### config.mk
export PLATFORM = sky130hd
export DESIGN_NAME = ffba_ctrl
export DESIGN_NICKNAME = d
export VERILOG_FILES = /design/src/rtl/ffba_pkg.sv /design/src/rtl/ffba_ctrl.sv
export VERILOG_INCLUDE_DIRS = /design/src /design/src/rtl
export SDC_FILE = /design/constraint.sdc
export NUM_CORES = 1
export LEC_CHECK = 0
export ABC_AREA = 1
export BUFFER_PORTS_ARGS = -buffer_cell sky130_fd_sc_hd__buf_2
export CAP_MARGIN = 15
export CELL_PAD_IN_SITES_DETAIL_PLACEMENT = 0
export CELL_PAD_IN_SITES_GLOBAL_PLACEMENT = 1
export CORE_MARGIN = 4
export CORE_UTILIZATION = 32
export CTS_CLUSTER_SIZE = 24
export DETAILED_ROUTE_END_ITERATION = 16
export PLACE_DENSITY_LB_ADDON = 0.1
export SLEW_MARGIN = 5
export SYNTH_ARGS = -nofsm -noshare
export SYNTH_HDL_FRONTEND = slang
export SYNTH_SLANG_ARGS = --single-unit
### constraint.sdc
create_clock -name i_clk -period 1.4 [get_ports i_clk]
set_input_delay 0.14 -clock i_clk [delete_from_list [all_inputs] [get_ports i_clk]]
set_output_delay 0.14 -clock i_clk [all_outputs]
set_load 0.01 [all_outputs]
### src/rtl/assert_macros.svh
// Assertion helpers for the RTL modules.
`ifndef ASSERT_MACROS_SVH
`define ASSERT_MACROS_SVH

// Clocked assertion, disabled while reset is asserted.
`define ASSERT_CLK(lbl, clk, rstn, prop, msg) \
    lbl: assert property (@(posedge clk) disable iff (!(rstn)) (prop)) else $error(msg);

// Clocked assertion that also holds during reset.
`define ASSERT_ALWAYS(lbl, clk, prop, msg) \
    lbl: assert property (@(posedge clk) (prop)) else $error(msg);

`endif

### src/rtl/ffba_pkg.sv
`timescale 1ns / 1ps
// ----------------------------------------------------------------------------
// ffba_pkg
// Shared constants, types and command codes of the first-fit block allocator.
// ----------------------------------------------------------------------------
package ffba_pkg;

    localparam int NUM_BLOCKS = 1024;
    localparam int ADDR_W     = $clog2(NUM_BLOCKS);
    localparam int LEN_W      = 11;
    localparam int IDX_W      = LEN_W + 1;
    localparam int HDR_W      = LEN_W + 1;
    localparam int REQ_W      = 24;
    localparam int OFS_W      = 22;
    localparam int NEED_W     = 22;
    localparam int LG_W       = 4;
    localparam int FUNC_W     = 2;

    localparam logic [LG_W-1:0]  LG_MIN   = 4'd3;
    localparam logic [LG_W-1:0]  LG_MAX   = 4'd12;
    localparam logic [LG_W-1:0]  LG_RST   = 4'd5;
    localparam logic [LEN_W-1:0] BLK_RST  = LEN_W'(NUM_BLOCKS);

    localparam logic [FUNC_W-1:0] FUNC_ALLOC = 2'd0;
    localparam logic [FUNC_W-1:0] FUNC_FREE  = 2'd1;
    localparam logic [FUNC_W-1:0] FUNC_CLEAR = 2'd2;

    localparam logic CFG_BSL2   = 1'b0;
    localparam logic CFG_USABLE = 1'b1;

    localparam int OP_W = 4;
    localparam logic [OP_W-1:0] OP_NOP     = 4'd0;
    localparam logic [OP_W-1:0] OP_LOAD    = 4'd1;
    localparam logic [OP_W-1:0] OP_A_RD    = 4'd2;
    localparam logic [OP_W-1:0] OP_A_HIT   = 4'd3;
    localparam logic [OP_W-1:0] OP_A_STEP  = 4'd4;
    localparam logic [OP_W-1:0] OP_A_SPLIT = 4'd5;
    localparam logic [OP_W-1:0] OP_F_RD    = 4'd6;
    localparam logic [OP_W-1:0] OP_F_MARK  = 4'd7;
    localparam logic [OP_W-1:0] OP_F_PRD   = 4'd8;
    localparam logic [OP_W-1:0] OP_F_PDEC  = 4'd9;
    localparam logic [OP_W-1:0] OP_F_PMRG  = 4'd10;
    localparam logic [OP_W-1:0] OP_F_ZCUR  = 4'd11;
    localparam logic [OP_W-1:0] OP_F_NRD   = 4'd12;
    localparam logic [OP_W-1:0] OP_F_NMRG  = 4'd13;
    localparam logic [OP_W-1:0] OP_F_NZ    = 4'd14;
    localparam logic [OP_W-1:0] OP_CLR     = 4'd15;

    typedef struct packed {
        logic             alloc;
        logic [LEN_W-1:0] len;
    } t_hdr;

    typedef struct packed {
        logic [OP_W-1:0] op;
        logic            res_load;
        logic            res_ok;
    } t_cmd;

    typedef struct packed {
        logic a_end;     // walk index reached the pool end
        logic len_zero;  // read header has zero length
        logic a_hit;     // read run is free and long enough
        logic a_split;   // remainder header needed
        logic f_range;   // free block index inside the pool
        logic f_valid;   // read header starts an allocated run
        logic cur_zero;  // freed run starts at block zero
        logic p_cont;    // keep walking back
        logic p_free;    // previous run is free
        logic nx_in;     // next run index inside the pool
        logic nx_free;   // next run is free
        logic clr_last;  // last entry of the clearing sweep
    } t_stat;

endpackage

### src/rtl/ffba_ctrl.sv
`timescale 1ns / 1ps
// ----------------------------------------------------------------------------
// ffba_ctrl
// Sequencer for allocate, free and clear; owns the handshake flags.
// ----------------------------------------------------------------------------
`include "assert_macros.svh"

module ffba_ctrl (
    input  logic                          i_clk,
    input  logic                          i_rst_n,
    input  logic                          i_in_valid,
    output logic                          o_in_ready,
    input  logic [ffba_pkg::FUNC_W-1:0]   i_func,
    output logic                          o_out_valid,
    input  logic                          i_out_ready,
    input  logic                          i_cfg_we,
    input  ffba_pkg::t_stat               i_stat,
    output ffba_pkg::t_cmd                o_cmd
);
    import ffba_pkg::*;

    localparam logic [3:0] S_IDLE   = 4'd0;
    localparam logic [3:0] S_CLR    = 4'd1;
    localparam logic [3:0] S_A_RD   = 4'd2;
    localparam logic [3:0] S_A_CHK  = 4'd3;
    localparam logic [3:0] S_A_SPL  = 4'd4;
    localparam logic [3:0] S_F_RD   = 4'd5;
    localparam logic [3:0] S_F_CHK  = 4'd6;
    localparam logic [3:0] S_F_PRD  = 4'd7;
    localparam logic [3:0] S_F_PCHK = 4'd8;
    localparam logic [3:0] S_F_ZCUR = 4'd9;
    localparam logic [3:0] S_F_NRD  = 4'd10;
    localparam logic [3:0] S_F_NCHK = 4'd11;
    localparam logic [3:0] S_F_NZ   = 4'd12;
    localparam logic [3:0] S_FIN    = 4'd13;

    logic [3:0] r_state;
    logic [3:0] n_state;
    logic       r_ok;
    logic       n_ok;
    logic       r_clr_res;
    logic       n_clr_res;
    logic       r_out_valid;
    logic       accept;
    logic       out_free;

    assign o_in_ready = r_state == S_IDLE;
    assign accept     = i_in_valid && o_in_ready;
    assign out_free   = !r_out_valid || i_out_ready;

    always_comb begin
        n_state   = r_state;
        n_ok      = r_ok;
        n_clr_res = r_clr_res;
        o_cmd     = '{op: OP_NOP, res_load: 1'b0, res_ok: r_ok};
        unique case (r_state)
            S_IDLE: begin
                if (accept) begin
                    o_cmd.op = OP_LOAD;
                    n_ok     = 1'b0;
                    case (i_func)
                        FUNC_ALLOC: n_state = S_A_RD;
                        FUNC_FREE:  n_state = S_F_RD;
                        FUNC_CLEAR: begin
                            n_state   = S_CLR;
                            n_clr_res = 1'b1;
                            n_ok      = 1'b1;
                        end
                        default:    n_state = S_FIN;
                    endcase
                end
            end
            S_CLR: begin
                o_cmd.op = OP_CLR;
                if (i_stat.clr_last) begin
                    n_state = r_clr_res ? S_FIN : S_IDLE;
                end
            end
            S_A_RD: begin
                if (i_stat.a_end) begin
                    n_state = S_FIN;
                end else begin
                    o_cmd.op = OP_A_RD;
                    n_state  = S_A_CHK;
                end
            end
            S_A_CHK: begin
                if (i_stat.len_zero) begin
                    n_state = S_FIN;
                end else if (i_stat.a_hit) begin
                    o_cmd.op = OP_A_HIT;
                    n_ok     = 1'b1;
                    n_state  = i_stat.a_split ? S_A_SPL : S_FIN;
                end else begin
                    o_cmd.op = OP_A_STEP;
                    n_state  = S_A_RD;
                end
            end
            S_A_SPL: begin
                o_cmd.op = OP_A_SPLIT;
                n_state  = S_FIN;
            end
            S_F_RD: begin
                if (i_stat.f_range) begin
                    o_cmd.op = OP_F_RD;
                    n_state  = S_F_CHK;
                end else begin
                    n_state = S_FIN;
                end
            end
            S_F_CHK: begin
                if (i_stat.f_valid) begin
                    o_cmd.op = OP_F_MARK;
                    n_ok     = 1'b1;
                    n_state  = i_stat.cur_zero ? S_F_NRD : S_F_PRD;
                end else begin
                    n_state = S_FIN;
                end
            end
            S_F_PRD: begin
                o_cmd.op = OP_F_PRD;
                n_state  = S_F_PCHK;
            end
            S_F_PCHK: begin
                if (i_stat.p_cont) begin
                    o_cmd.op = OP_F_PDEC;
                    n_state  = S_F_PRD;
                end else if (i_stat.p_free) begin
                    o_cmd.op = OP_F_PMRG;
                    n_state  = S_F_ZCUR;
                end else begin
                    n_state = S_F_NRD;
                end
            end
            S_F_ZCUR: begin
                o_cmd.op = OP_F_ZCUR;
                n_state  = S_F_NRD;
            end
            S_F_NRD: begin
                if (i_stat.nx_in) begin
                    o_cmd.op = OP_F_NRD;
                    n_state  = S_F_NCHK;
                end else begin
                    n_state = S_FIN;
                end
            end
            S_F_NCHK: begin
                if (i_stat.nx_free) begin
                    o_cmd.op = OP_F_NMRG;
                    n_state  = S_F_NZ;
                end else begin
                    n_state = S_FIN;
                end
            end
            S_F_NZ: begin
                o_cmd.op = OP_F_NZ;
                n_state  = S_FIN;
            end
            S_FIN: begin
                if (out_free) begin
                    o_cmd.res_load = 1'b1;
                    n_state        = S_IDLE;
                end
            end
            default: n_state = S_IDLE;
        endcase
        // a config write restarts the clearing sweep
        if (i_cfg_we) begin
            o_cmd.op       = OP_NOP;
            o_cmd.res_load = 1'b0;
            n_state        = S_CLR;
            n_clr_res      = 1'b0;
        end
    end

    always_ff @(posedge i_clk) begin
        if (!i_rst_n) begin
            r_state     <= S_CLR;
            r_ok        <= 1'b0;
            r_clr_res   <= 1'b0;
            r_out_valid <= 1'b0;
        end else begin
            r_state   <= n_state;
            r_ok      <= n_ok;
            r_clr_res <= n_clr_res;
            if (o_cmd.res_load) begin
                r_out_valid <= 1'b1;
            end else if (i_out_ready) begin
                r_out_valid <= 1'b0;
            end
        end
    end

    assign o_out_valid = r_out_valid;

    `ASSERT_CLK(a_load_free, i_clk, i_rst_n, o_cmd.res_load |-> (!r_out_valid || i_out_ready), "result loaded over a waiting transfer")
    `ASSERT_CLK(a_accept_busy, i_clk, i_rst_n, (accept && !i_cfg_we) |=> (r_state != S_IDLE), "accepted item left the sequencer idle")
    `ASSERT_CLK(a_fin_done, i_clk, i_rst_n, (o_cmd.res_load && !i_cfg_we) |=> (r_state == S_IDLE && r_out_valid), "result not presented after finish")

endmodule

# --- Yosys cells after proc, flatten, opt, wreduce, memory -nomap -nowiden ---
# Index checks and enable logic that the tools add are counted.
op_classes:
  div_mod_pow: 0
  eq_ne: 21
  magnitude_cmp: 0
  add_sub_neg: 0
  n_mux: 39
  n_reduce_logical: 12
  n_mul: 0
  shifts: 0
  bitwise: 1
op_table:
  columns: ["op", "count"]
  rows:
  - ["case mux 4 bit (13 select lines)", 2]
  - ["two-way mux 4 bit", 16]
  - ["equality test 4 bit (second input constant)", 6]
  - ["equality test 4 x 3 -> 1 bit (second input constant)", 4]
  - ["two-way mux 3 bit", 5]
  - ["case mux 4 bit (3 select lines)", 1]
  - ["two-way mux 1 bit", 11]
  - ["!= test 2 bit (second input constant)", 5]
  - ["equality test 4 x 2 -> 1 bit (second input constant)", 2]
  - ["AND reduction 3 bit", 2]
  - ["two-way mux 5 bit", 1]
  - ["AND reduction 5 bit", 1]
  - ["equality test 4 x 1 -> 1 bit (second input constant)", 1]
  - ["zero test 4 bit", 1]
  - ["two-way mux 2 bit", 2]
  - ["OR reduction 2 bit", 2]
  - ["case mux 1 bit (3 select lines)", 1]
  - ["nonzero test 3 bit", 1]
  - ["equality test 2 x 1 -> 1 bit (second input constant)", 1]
  - ["equality test 2 bit (second input constant)", 1]
  - ["zero test 2 bit", 1]
  - ["!= test 2 x 1 -> 1 bit (second input constant)", 1]
  - ["nonzero test 2 bit", 1]
  - ["logical AND 1 bit", 1]
  - ["3 further kinds", 3]
word_totals:
  ramBits: 0
  latchBits: 0
  mem_count: 0
  register_bits: 7
  inputBits: 19
  wordCells: 77
  romBits: 0

# --- Depth between registers and ports, before layout ---
logic_depth:
  ltp_word: 6
  depth_mapped: 10

# --- Least setup slack after synthesis ---
# OpenSTA, ideal clock, no wires.
synth_timing:
  path_kind: "register to output"
  from: "register r_state[2]"
  to: "output port o_cmd[4] (netlist name)"
  path_stages_with_launch: 8
  slack_ps: 87
  t_arrival_ps: 1173
  cell_sequence: "dfxtp_1 > buf_6 > inv_2 > nor2_1 > nand2_1 > o21ai_2 > nor2_1 > a21oi_1"
synth_rtl:
  columns: ["item", "line", "rtl"]
  rows:
  - ["start, declared", "ffba_ctrl.sv:37", "logic [3:0] r_state;"]
  - ["start signal, assigned", "ffba_ctrl.sv:183", "r_state <= n_state;"]
  - ["end, declared", "ffba_ctrl.sv:18", "output ffba_pkg::t_cmd o_cmd"]

==> summary.txt <==
STA
  • F_max: between 600 and 700 MHz
  • Final setup viols: 8
  • Final WS setup: -0.235 ns
  • Slew headroom: slightly below 80%
  • Slew @ Worst Pin: a little over 0.3 ns
  • Period minus WS final: about 1.6 ns
  • Hold Vio Cnt, Final: 0
  • Worst hold slack: 0.104 ns
  • Setup Skew: between 0.003 and 0.004 ns
  • Final Max Slew Viols: 0
  • Final period util: 117%
  • RSZ-0062 raised after global routing: true

Detailed routing
  • Vias per Instance: a little under 5
  • Drt pass-1 iters: 5
  • Met3 Wirelength: 150 um
  • Routed len/inst: between 10 and 15 um
  • Via count: ~1300
  • Residual DRC count: 0
  • Initial DRC Count: between 40 and 50
  • DR WL met2: about 1.5 mm
  • M1 WL: 1.45 mm
  • Top Metal Used: met4
  • Drt total wl: about 3.2 mm
  • Post-route ant nets: 0

Critical path
  • Worst Setup End Kind: primary output
  • Crit Path Class: flip-flop to primary output
  • Crit path max-delay cell type: dfxtp_4
  • RR Endpoint: r_state[3]
  • CP arrival: approximately 1.5 ns
  • Setup slack, reg-to-reg: -0.04 ns
  • CP max FO: 5
  • CP Cell Sequence: nor2_2 -> buf_4 -> nand3_2 -> nand2_1 -> nor2_1 -> a31oi_1 -> buf_2
  • Worst Setup SP: r_state[0]
  • Largest delay share family, worst path: simple AND/OR/NAND/NOR gates
  • R2r startpoint: r_state[2]
  • Worst Path Required: around 1.3 ns
  • Worst Reg-to-Reg Cells: 10
  • Crit start category: flip-flop
  • WP buf/inv: 2
  • Critical Path Max Stage Delay: about 0.37 ns

Logic synthesis
  • YS warnings: 0
  • Cell area after synthesis: about 880 um^2
  • Register area share after synthesis: between 10% and 20%
  • Syn_area_per_cell: 5.20 um^2
  • #FFs+latches synth: 7
  • Yosys top cell by area: nand2_1
  • Synth top area share: a little under a quarter
  • Syn Inst Count: between 150 and 200
  • Count of unique library cells instantiated by Yosys: 25
  • Post-Syn Nets: approximately 190
  • Top cells by area, synth: nand2_1 24%, dfxtp_1 16%, nor2_1 14%, nand3_1 8.5%, inv_1 7.7%

Worst hold path
  • Hold EP: r_ok
  • Hold path cells: 3
  • Worst hold start: i_rst_n
  • Min-Delay Path Class: primary input to flip-flop

Place
  • PortBufs: 26
  • Placer Congestion: around 0.92
  • DPL Wire Length: 2.60 mm
  • Inst Count DP: between 200 and 250

CTS
  • Skew-Pair Late Insertion Delay: about 0.26 ns
  • Clk slew on worst S/H paths: roughly 0.06 ns
  • # H-tree levels: 1
  • Total CTS buffers: 3
  • Clock Tree Root: clkbuf_4
  • CTS tree: done
  • Clock tree buffer depth: 2
  • Clk sinks: 7
  • Hold buffers post-CTS: 0

Pwr
  • Cell internal pwr: 398 uW
  • Net switching power: 213 uW
  • Clock power share: approximately a third
  • Net Sw Frac: a little over a third
  • VDD IR max: around 0.00062 V
  • Leakage: 0.000791 uW
  • Power density over the cells: 423 nW/um^2
  • Comb power frac: 34.7%
  • Reg power frac: between 30 and 40%

Finish
  • Nets: about 240
  • Antenna Diode Count: 0
  • Most frequent cells in the layout: 45 x nand2_1, 27 x nor2_1, 24 x buf_2, 20 x buf_4, 18 x inv_1
  • Layout cells sized above 1: around 47%
  • Most common cell after layout, fill and taps aside: nand2_1
  • Non-Filler Instances: approximately 250
  • Area Overhead vs Synth: 64.8%

GRT
  • Vias in the first global route: between 1000 and 1500
  • GRT Total Usage: about a fifth
  • Antenna violations before repair: 0
  • First-pass GRT wire length: around 5.2 mm
  • Largest net degree at the start of global routing: 7
  • Global route total overflow: 0

Floorplanning
  • Die area: roughly 3600 um^2
  • FP Rows: 18
  • Initial core utilization: between 30% and 40%
  • Chip width: 60.4 um
  • IO Pins: 27
  • Die span in y: 60.4 um
  • Placeable core area: around 2500 um^2

Run status
  • Outcome: complete, but fails checks
  • Failing checks: setup timing

Run
  • Max-Cap Viols: 0
-- layout make-up --
class	instances	area [um^2]
Sequential cell	7	155
Timing Repair Buffer	52	360
Multi-Input combinational cell	136	768
Tap cell	30	37.5
Clock buffer	3	22.5
Inverter	24	98.8
Fill cell	259	1100
Clock inverter	1	5.00
-- worst reg2reg max path: cells and delay by family, from the launching register on --
family	cells	cell delay, ns
buffers and inverters	3	0.38
flip-flops	1	0.36
AO/OA/AOI/OAI	1	0.12
AND/OR/NAND/NOR	6	0.52
-- how the worst max path moves through the flow --
stage                     endpoint  slack, ns  cells past startpoint
after floorplan           o_cmd[4]       0.09                      7
after global placement    o_cmd[4]      -0.14                      8
after detailed placement  o_cmd[3]      -0.14                     10
final                     o_cmd[2]      -0.23                      7
after CTS                 o_cmd[2]      -0.22                      9
after global routing      o_cmd[2]      -0.34                      7
-- power groups by stage --
stage,registers (uW),clock network (uW),logic [uW]
floorplan,213,0,93.6
global placement,214,0,179
detailed placement,214,0,179
CTS,204,197,196
global route,206,219,235
finish,205,194,212
-- routing by layer --
layer | vias to the layer above | track usage, %
met5 | - | 0
met4 | 0 | 7.59
met3 | 10 | 4.04
met2 | 35 | 32.7
met1 | 566 | 23.5
li1 | 641 | -
-- stage by stage --
step | instance area (um^2) | power [uW] | utilization (%) | setup TNS [ns] | setup WS (ns)
floorplan | 878 | 307 | - | 0 | 0.0870
global placement | 1160 | 393 | 45.7 | -0.388 | -0.137
detailed placement | 1160 | 393 | 45.7 | -0.375 | -0.138
CTS | 1350 | 597 | 53.2 | -1.02 | -0.225
global route | 1450 | 661 | 56.9 | -1.95 | -0.344
finish | 1450 | 612 | 56.9 | -1.00 | -0.235
-- sequential cells by signal, summed over array words and instances (netlist names) --
| signal | cells |
|---|---|
| r_state | 4 |
| r_clr_res | 1 |
| o_out_valid | 1 |
| r_ok | 1 |
-- logic make-up after synthesis --
family / share of synthesized area, %
and+or+nand+nor: 59.8
buffers and inverters: 12.4
DFF: 16.0
AOI/OAI and AO/OA: 11.8
-- synth_stat cells, drive strengths merged --
| library cell | number |
|---|---|
| a211oi | 1 |
| nor2 | 38 |
| nand2 | 58 |
| a31oi | 1 |
| o21ai | 7 |
| o211a | 1 |
| buf | 2 |
| dfxtp | 7 |
| nand3 | 15 |
| nor4 | 1 |
| clkinv | 1 |
| inv | 23 |
| nor3 | 4 |
| nand3b | 3 |
| a21oi | 6 |
| o211ai | 1 |
-- repair_timing --
item,in CTS,in global routing
pin swaps,11,12
setup buffers,7,1
hold endpoints to repair,0,0
gates resized for setup,33,23
endpoints found under the setup margin,10,11
Power figures use the tool's default switching activity.
